`config.mk`:
```
export PLATFORM = sky130hd
export DESIGN_NAME = fifo_with_generation_flush
export DESIGN_NICKNAME = d
export VERILOG_FILES = /design/src/sv/fwgf_pkg.sv /design/src/sv/fwgf_slot_ram.sv /design/src/sv/fwgf_ctrl.sv /design/src/sv/fifo_with_generation_flush.sv
export SDC_FILE = /design/constraint.sdc
export NUM_CORES = 1
export LEC_CHECK = 0
export BUFFER_PORTS_ARGS = -buffer_cell sky130_fd_sc_hd__buf_4
export CAP_MARGIN = 20
export CORE_MARGIN = 4
export CORE_UTILIZATION = 40
export DETAILED_ROUTE_END_ITERATION = 16
export PLACE_DENSITY = 0.53
export SETUP_SLACK_MARGIN = 0.3
export SLEW_MARGIN = 20
export SYNTH_ARGS = -nofsm -noshare
export SYNTH_HDL_FRONTEND = slang
export SYNTH_HIERARCHICAL = 1
export SYNTH_SLANG_ARGS = --single-unit
```
`constraint.sdc`:
```
create_clock -name clk -period 6.1 [get_ports clk]
set_input_delay 0 -clock clk [delete_from_list [all_inputs] [get_ports clk]]
set_output_delay 0 -clock clk [all_outputs]
set_load 0.02 [all_outputs]
```
`src/sv/fwgf_pkg.sv`:
```
`timescale 1ns / 1ps

package fwgf_pkg;

  localparam int DEPTH     = 16;
  localparam int ITEM_BITS = 32;
  localparam int WORD_BITS = 32;
  localparam int PTR_W     = (DEPTH > 1) ? $clog2(DEPTH) : 1;
  localparam int FILL_W    = $clog2(DEPTH + 1);

  typedef logic [PTR_W-1:0]     ptr_t;
  typedef logic [FILL_W-1:0]    fill_t;
  typedef logic [ITEM_BITS-1:0] item_t;
  typedef logic [WORD_BITS-1:0] word_t;

  localparam fill_t FULL_LEVEL = fill_t'(DEPTH);
  localparam ptr_t  LAST_SLOT  = ptr_t'(DEPTH - 1);

  typedef enum logic [1:0] {
    CMD_PUSH  = 2'd0,
    CMD_POP   = 2'd1,
    CMD_FLUSH = 2'd2
  } cmd_t;

  typedef enum logic [2:0] {
    ST_IDLE = 3'b001,
    ST_SCAN = 3'b010,
    ST_READ = 3'b100
  } state_t;

  typedef struct packed {
    logic  we;
    ptr_t  waddr;
    item_t wdata;
    logic  re;
    ptr_t  raddr;
  } ram_req_t;

  function automatic ptr_t next_ptr(input ptr_t p);
    ptr_t r;
    if (p == LAST_SLOT) begin
      r = '0;
    end else begin
      r = p + ptr_t'(1);
    end
    return r;
  endfunction

  function automatic item_t word_to_item(input word_t w);
    logic [63:0] tmp;
    tmp = 64'(w);
    return tmp[ITEM_BITS-1:0];
  endfunction

  function automatic word_t item_to_word(input item_t it);
    logic [63:0] tmp;
    tmp = 64'(it);
    return tmp[WORD_BITS-1:0];
  endfunction

endpackage

```
`src/sv/fwgf_slot_ram.sv`:
```
`timescale 1ns / 1ps

module fwgf_slot_ram (
  input  logic               clk,
  input  fwgf_pkg::ram_req_t req,
  output fwgf_pkg::item_t    rdata
);

  fwgf_pkg::item_t mem [fwgf_pkg::DEPTH];

  always_ff @(posedge clk) begin
    if (req.we) begin
      mem[req.waddr] <= req.wdata;
    end
    if (req.re) begin
      rdata <= mem[req.raddr];
    end
  end

endmodule

```
`src/sv/fwgf_ctrl.sv`:
```
`timescale 1ns / 1ps

module fwgf_ctrl (
  input  logic               clk,
  input  logic               rst,
  input  logic               start,
  input  logic [1:0]         command,
  input  logic [31:0]        item_data,
  output logic               busy,
  output logic               done,
  output logic               success,
  output logic [31:0]        item_out,
  output logic [31:0]        dropped_count,
  output fwgf_pkg::ram_req_t ram_req,
  input  fwgf_pkg::item_t    ram_rdata
);

  fwgf_pkg::state_t              state;
  fwgf_pkg::ptr_t                head;
  fwgf_pkg::ptr_t                tail;
  fwgf_pkg::fill_t               fill;
  logic [fwgf_pkg::DEPTH-1:0]    live;
  logic [31:0]                   drops;
  logic                          accept;
  logic                          has_room;
  fwgf_pkg::cmd_t                cmd;

  assign cmd      = fwgf_pkg::cmd_t'(command);
  assign accept   = start && (state == fwgf_pkg::ST_IDLE);
  assign has_room = (fill < fwgf_pkg::FULL_LEVEL);
  assign busy     = (state != fwgf_pkg::ST_IDLE);
  assign dropped_count = drops;

  // The payload is written on the accepting edge of a push; it is read only
  // once the scan lands on a live slot, so the two never meet on one entry.
  always_comb begin
    ram_req.we    = accept && (cmd == fwgf_pkg::CMD_PUSH) && has_room;
    ram_req.waddr = tail;
    ram_req.wdata = fwgf_pkg::word_to_item(item_data);
    ram_req.re    = (state == fwgf_pkg::ST_SCAN) && (fill != '0) && live[head];
    ram_req.raddr = head;
  end

  always_ff @(posedge clk) begin
    if (rst) begin
      state <= fwgf_pkg::ST_IDLE;
      head  <= '0;
      tail  <= '0;
      fill  <= '0;
      live  <= '0;
      drops <= '0;
      done  <= 1'b0;
    end else begin
      done <= 1'b0;
      unique case (state)
        fwgf_pkg::ST_IDLE: begin
          if (start) begin
            unique case (cmd)
              fwgf_pkg::CMD_PUSH: begin
                if (has_room) begin
                  live[tail] <= 1'b1;
                  tail       <= fwgf_pkg::next_ptr(tail);
                  fill       <= fill + fwgf_pkg::fill_t'(1);
                  success    <= 1'b1;
                end else begin
                  drops   <= drops + 32'd1;
                  success <= 1'b0;
                end
                item_out <= '0;
                done     <= 1'b1;
              end
              fwgf_pkg::CMD_POP: begin
                state <= fwgf_pkg::ST_SCAN;
              end
              fwgf_pkg::CMD_FLUSH: begin
                // Queued entries stay in place as stale slots.
                live     <= '0;
                success  <= 1'b1;
                item_out <= '0;
                done     <= 1'b1;
              end
              default: begin
                success  <= 1'b0;
                item_out <= '0;
                done     <= 1'b1;
              end
            endcase
          end
        end
        fwgf_pkg::ST_SCAN: begin
          if (fill == '0) begin
            success  <= 1'b0;
            item_out <= '0;
            done     <= 1'b1;
            state    <= fwgf_pkg::ST_IDLE;
          end else begin
            // Every visited slot leaves the queue, stale or not.
            live[head] <= 1'b0;
            head       <= fwgf_pkg::next_ptr(head);
            fill       <= fill - fwgf_pkg::fill_t'(1);
            if (live[head]) begin
              state <= fwgf_pkg::ST_READ;
            end
          end
        end
        fwgf_pkg::ST_READ: begin
          success  <= 1'b1;
          item_out <= fwgf_pkg::item_to_word(ram_rdata);
          done     <= 1'b1;
          state    <= fwgf_pkg::ST_IDLE;
        end
        default: begin
          state <= fwgf_pkg::ST_IDLE;
        end
      endcase
    end
  end

endmodule

```
`src/sv/fifo_with_generation_flush.sv`:
```
`timescale 1ns / 1ps

// Bounded queue of 32-bit work items with a lazy flush.
// Commands enter on start/command/item_data and are taken when start is high
// and busy is low. Each command yields exactly one result beat, shown for one
// cycle with done high, on success, item_out and dropped_count.
// A push or a flush never raises busy: its beat appears in the next cycle,
// so a new command may be taken in that same cycle.
// A pop raises busy and walks the slot memory from the head, one slot per
// cycle, discarding stale entries. Its beat appears in the first cycle with
// busy low again. The payload memory has a single, registered read port.
// A flush only clears the per-slot live marks; stale entries keep their slots
// until a pop passes over them. A push into a full queue is dropped and
// counted in dropped_count, which wraps.
// Synchronous reset empties the queue and clears the counter at once; no
// clearing pass is needed. The receiver cannot stall, so each beat is taken
// in the cycle it is shown.
module fifo_with_generation_flush (
  input  logic        clk,
  input  logic        rst,
  input  logic        start,
  input  logic [1:0]  command,
  input  logic [31:0] item_data,
  output logic        busy,
  output logic        done,
  output logic        success,
  output logic [31:0] item_out,
  output logic [31:0] dropped_count
);

  fwgf_pkg::ram_req_t ram_req;
  fwgf_pkg::item_t    ram_rdata;

  fwgf_ctrl u_ctrl (
    .clk           (clk),
    .rst           (rst),
    .start         (start),
    .command       (command),
    .item_data     (item_data),
    .busy          (busy),
    .done          (done),
    .success       (success),
    .item_out      (item_out),
    .dropped_count (dropped_count),
    .ram_req       (ram_req),
    .ram_rdata     (ram_rdata)
  );

  fwgf_slot_ram u_ram (
    .clk   (clk),
    .req   (ram_req),
    .rdata (ram_rdata)
  );

endmodule

```
==> results of run 1 <==
==> registers in the layout (all words and copies together) (netlist names) <==
name / flops
u_ctrl/success: 1
u_ram/mem: 512
u_ram/rdata: 32
u_ctrl/live: 16
u_ctrl/dropped_count: 32
u_ctrl/tail: 4
u_ctrl/state: 3
u_ctrl/done: 1
u_ctrl/head: 4
u_ctrl/fill: 5
u_ctrl/item_out: 32
==> cell type report <==
| cell class | instances | share of cell area [%] |
|---|---|---|
| clock buffers | 85 | 6.264 |
| clock inverters | 36 | 1.029 |
| flip-flops and latches | 642 | 63.08 |
| inverters | 11 | 0.1398 |
| well taps | 837 | 3.545 |
| diodes | 2 | 0.01694 |
| multi-input cells | 610 | 20.86 |
| repair buffers | 172 | 5.065 |
==> synthesized netlist by cell type, types with 4 or more instances <==
cell type / count
edfxtp_1: 577
o21ai_0: 9
buf_2: 12
o31ai_1: 5
xnor2_1: 4
clkbuf_1: 39
nor2b_1: 25
inv_1: 9
or3_1: 5
ha_1: 11
nand2b_1: 4
nand4_1: 13
buf_4: 41
dfxtp_1: 65
nand3_1: 28
mux2_2: 20
nand2_1: 52
a21oi_1: 36
and4_1: 6
nor2_1: 49
nor4_1: 7
buf_1: 13
or4_1: 7
nand3b_1: 10
mux4_2: 133
a22oi_1: 80
xor2_1: 5
and2_1: 36
nor3_1: 36
==> stage by stage <==
step                instance area [um^2]  total power, mW  cells  hold WS (ps)
floorplan                          25270            5.003   1371         217.9
global route                       29540            9.315   2393         249.6
global placement                   26860            5.062   2227         302.6
CTS                                29470            9.114   2390         209.1
finish                             29540            8.994   2395         240.4
detailed placement                 26920            5.067   2230         313.5
==> how the worst max path moves through the flow <==
stage / start / to / slack [ps] / depth (start not counted)
finish: u_ctrl/state[0] / u_ram/mem[15][20] / 2590 / 6
global route: u_ctrl/state[0] / u_ram/mem[15][20] / 2400 / 6
CTS: u_ctrl/state[0] / u_ram/mem[15][20] / 2570 / 6
detailed placement: u_ctrl/state[0] / u_ram/mem[15][22] / 2600 / 6
global placement: u_ctrl/state[0] / u_ram/mem[2][13] / 2620 / 5
floorplan: u_ctrl/state[0] / u_ram/mem[0][0] / 1830 / 6
==> per-layer routing <==
| layer | wire length, um | vias up |
|---|---|---|
| li1 | - | 5792 |
| met1 | 25350 | 6748 |
| met2 | 27330 | 326 |
| met3 | 2792 | 56 |
| met4 | 814 | 0 |
| met5 | 0 | - |
==> report_power, final <==
part           internal, mW  switching [mW]  leakage (nW)
combinational        0.0642           0.116          2.54
sequential             4.80         0.00824          5.73
clock                  2.33            1.68          1.05
total                  7.19            1.80          9.32
==> critical path: stages, from the launching register on <==
cell and delay [ps]:
dfxtp_1 540, and4bb_2 440, nand3_1 320, clkinv_1 340, nand3_1 360, nor2_4 740
buf_4 440
==> kinds of logic after synthesis <==
| family | after synthesis |
|---|---|
| XOR/XNOR | 9 |
| buffers and inverters | 119 |
| multiplexers | 155 |
| AO/OA/AOI/OAI | 142 |
| AND/OR/NAND/NOR | 293 |
| adder cells (fa/ha/maj) | 11 |
| flip-flops | 642 |
==> repair_timing <==
| item | CTS | global route |
|---|---|---|
| setup buffers | 0 | 0 |
| hold endpoints to repair | 533 | 0 |
| hold buffers | 39 | 0 |
==> impl_metrics.tcl, run 1 <==
set metrics [dict create \
    outcome "finished clean" \
    rsz0062_at_grt "false" \
    critPathMaxFanout 17 \
    synth_compound_area_share_pct 3.768 \
    yosys_warnings 6 \
    yosys.area.top_type "edfxtp_1" \
    nNetsFinal 1554 \
    hold_path.class "input port to flop" \
    wl_per_cell_um 23.50 \
    final.setup_skew_ps 15.62 \
    power_leakage_nw 9.321 \
    final_common_cell "edfxtp_1" \
    fillerInstances 5323 \
    layout_min_cycle_time_ps 3511 \
    first_pass_iters 5 \
    r2r_start "u_ctrl/state[0]" \
    multi_input_area_mm2 0.006162 \
    numCtsBuffers 69 \
    path_class "flop to flop" \
    fin_util_pct 47.52 \
    async_reset_ff_share_pct 0 \
    synth.area.mux_share_pct 12.82 \
    cts_buffer_depth 3 \
    cts_resized 0 \
    required_ps 6360 \
    synth_xor_xnor_area_share_pct 0.3120 \
    critPathArrivalTime_ps 3780 \
    port_buffers 103 \
    regArea_mm2 0.01864 \
    dp_hpwl_um 30770 \
    vias 12920 \
    ir_drop_v 0.0001959 \
    die-area_mm2 0.06725 \
    synth_flop_cell "edfxtp_1" \
    layout_common_cells "edfxtp_1, mux4_2, buf_4" \
    period_share_pct 57.56 \
    setup_viol 0 \
    start_util_pct 40.65 \
    antenna_found_initial 2 \
    cts_tree "built" \
    setup_slack_ps 2589 \
    synth_adder_area_share_pct 0.5447 \
    yosys.area_share.simple_pct 6.328 \
    max-cap-violations 0 \
    busiest_layer "met2" \
    grt_pass1_wl_um 85060 \
    yosysUniqueCellTypes 54 \
    io_pins 104 \
    die_h_um 259.3 \
    routed_wl_um 56290 \
    synth_area_per_cell_um2 18.43 \
    core_mm2 0.06217 \
    synthCells 1371 \
    use_met2_pct 27.38 \
    syn-cell-area_mm2 0.02527 \
    drc 0 \
    synth_top_family_by_area "multiplexers" \
    syn_nets 1419 \
    num_rows 91 \
    max_slew_margin_pct 25.70 \
    root_buffer "clkbuf_16" \
    ys_top_cells_by_area "edfxtp_1, mux4_2, dfxtp_1" \
    clk_pin_slew_worst_paths_ps 60 \
    hold_start "item_data[21]" \
    viasPerCell 5.395 \
    critPathCaptureType "flop" \
    met1_usage_pct 23.64 \
    hold_end "u_ram/mem[15][21]" \
    htreeDepth 3 \
    finalSetupTns_ps 0 \
    grt_pass1_vias 13270 \
    min_delay_path_depth 2 \
    area_delta_synth_final_pct 16.92 \
    synth-edff-count 577 \
    drive_gt1_share_pct 26.67 \
    place_ws_ps 2597 \
    rr_endpoint "u_ram/mem[15][20]" \
    pwr_density_cell_mw_per_mm2 304.4 \
    cp-start-kind "flop" \
    worst_pin_slew_ps 1115 \
    use_met3_pct 2.985 \
    synth.ff_latch_count 642 \
    fp.dieW_um 259.3 \
    ant_nets 0 \
    ff2ff_path_depth 6 \
    overflow 0 \
    drv_slew 0 \
    hold_violations 0 \
    rrSetupSlack_ps 2590 \
    synth_seq_area_share_pct 73.72 \
    clkLatencyLatePin_ps 600 \
    grt_use_total_pct 16.81 \
    finalWeightedCongestion 0.7190 \
    initialDrtViolationCount 979 \
    clock.fmax_mhz 284.8 \
    netlist.area_leader.share_pct 68.57 \
    clock-sinks 642 \
    grt_max_degree 127 \
]
(Power assumes the default switching activity.)
==> run 2, diff against run 1 <==
- clock period: 6.1 -> 3.6 ns (I/O delays scaled with it)
==> impl_metrics.tcl, run 2 (synthesis gave the netlist of run 1 again) <==
set metrics [dict create \
    grt_use_total_pct 16.78 \
    overflow 0 \
    path_class "flop to flop" \
    max-cap-violations 0 \
    cts_tree "built" \
    cp_cell_sequence "and4bb_2 > nand3_1 > clkinv_1 > or3b_2 > nor2_4 > buf_12" \
    start_util_pct 40.65 \
    period_share_pct 85.17 \
    cpPeakStageDelay_ps 590 \
    placedCellCount 2248 \
    io_pins 104 \
    initialDrtViolationCount 1081 \
    required_ps 3890 \
    pwr_density_cell_mw_per_mm2 505.4 \
    cts_buffer_depth 3 \
    r2r_start "u_ctrl/state[0]" \
    routed_wl_um 55990 \
    power.internal_mw 11.94 \
    regMostFlops "u_ram/mem" \
    drc 0 \
    switchingPower_mw 3.016 \
    root_buffer "clkbuf_16" \
    seq_power_share_pct 54.5 \
    clkLatencyLatePin_ps 600 \
    layout_common_cells "edfxtp_1, buf_4, mux4_2" \
    port_buffers 103 \
    setup_slack_ps 533.7 \
    clock.fmax_mhz 326.1 \
    power_leakage_nw 9.320 \
    first_pass_iters 6 \
    antenna_found_initial 3 \
    min_delay_path_depth 2 \
    p_comb_share_pct 2.1 \
    final.setup_skew_ps 23.36 \
    cp-start-kind "flop" \
    setup_viol 0 \
    max_slew_margin_pct 31.69 \
    clk_pin_slew_worst_paths_ps 60 \
    total_power_mw 14.95 \
    hold_start "item_data[8]" \
    numCtsBuffers 69 \
    grt_pass1_vias 13370 \
    rsz0062_at_grt "false" \
    finalWeightedCongestion 0.7784 \
    die_h_um 259.3 \
    postPlaceCellArea_mm2 0.02713 \
    hold_end "u_ram/mem[15][8]" \
    critPathCaptureType "flop" \
    area_delta_synth_final_pct 17.10 \
    grt_pass1_wl_um 85190 \
    finalSetupTns_ps 0 \
    core_mm2 0.06217 \
    viasPerCell 5.410 \
    ff2ff_path_depth 6 \
    outcome "finished clean" \
    wl_per_cell_um 23.18 \
    p_clk_share_pct 43.4 \
    fp.dieW_um 259.3 \
    hold_slack_ps 239.0 \
    ant_nets 0 \
    final_cells 2415 \
    largest_reg_flops 512 \
    critPathArrivalTime_ps 3350 \
    drv_slew 0 \
    critPathMaxFanout 23 \
    ir_drop_v 0.0003288 \
    hold_violations 0 \
    finalInstanceArea_mm2 0.02959 \
    worst_pin_slew_ps 1023 \
    hold_path.class "input port to flop" \
    htreeDepth 3 \
    die-area_mm2 0.06725 \
    nNetsFinal 1569 \
    final_common_cell "edfxtp_1" \
    dp_hpwl_um 32540 \
    vias 13070 \
    crit_slowest_cell "or3b_2" \
    fin_util_pct 47.59 \
    fillerInstances 5330 \
    num_rows 91 \
    place_ws_ps 552.2 \
    cts_resized 0 \
    clock-sinks 642 \
    rrSetupSlack_ps 530 \
    grt_max_degree 95 \
    rr_endpoint "u_ram/mem[1][15]" \
    drive_gt1_share_pct 26.90 \
    swShare_pct 20.17 \
    layout_min_cycle_time_ps 3066 \
]
-- run 2: final cells by class --
| type | count | area, um^2 | share of cell area [%] |
|---|---|---|---|
| diodes | 2 | 5.005 | 0.01691 |
| clock buffers | 93 | 1848 | 6.246 |
| clock inverters | 33 | 210.2 | 0.7104 |
| inverters | 11 | 41.29 | 0.1395 |
| multi-input cells | 610 | 6187 | 20.91 |
| flip-flops and latches | 642 | 18640 | 62.98 |
| well taps | 837 | 1047 | 3.539 |
| repair buffers | 187 | 1614 | 5.455 |
-- run 2: how the worst max path moves through the flow --
stage / from / to / slack, ps / cells after the start
after CTS: u_ctrl/state[0] / u_ram/mem[1][15] / 530 / 6
after global placement: u_ctrl/state[0] / u_ram/mem[1][15] / 570 / 6
after floorplan: u_ctrl/state[0] / u_ram/mem[1][0] / 200 / 6
after detailed placement: u_ctrl/state[0] / u_ram/mem[1][15] / 550 / 6
final: u_ctrl/state[0] / u_ram/mem[1][15] / 530 / 6
after global routing: u_ctrl/state[0] / u_ram/mem[1][16] / 350 / 6
-- run 2: layer usage --
layer | share of wire [%] | track usage, %
met1 | 44 | 23.09
met2 | 49 | 27.65
met3 | 4.6 | 3.112
met5 | 0.038 | 0
met4 | 2.3 | 4.692
-- run 2: power by group through the flow --
stage                     Sequential [mW]  Clock (mW)  Combinational (mW)
after floorplan                      8.32           0               0.158
after global placement               8.31           0               0.277
after detailed placement             8.31           0               0.285
after CTS                            8.15        6.71               0.319
after global routing                 8.15        7.05               0.342
final                                8.15        6.49               0.311
-- run 2: timing repair --
action,CTS,global route
endpoints found under the hold margin,530,0
endpoints found under the setup margin,0,0
hold buffers,39,0
setup buffers,0,0
-- run 2: critical path: cells and delay by family, from the launching register on --
family | cells | cell delay [ps]
flops | 1 | 550
buf+inv | 2 | 470
simple gates | 4 | 1720
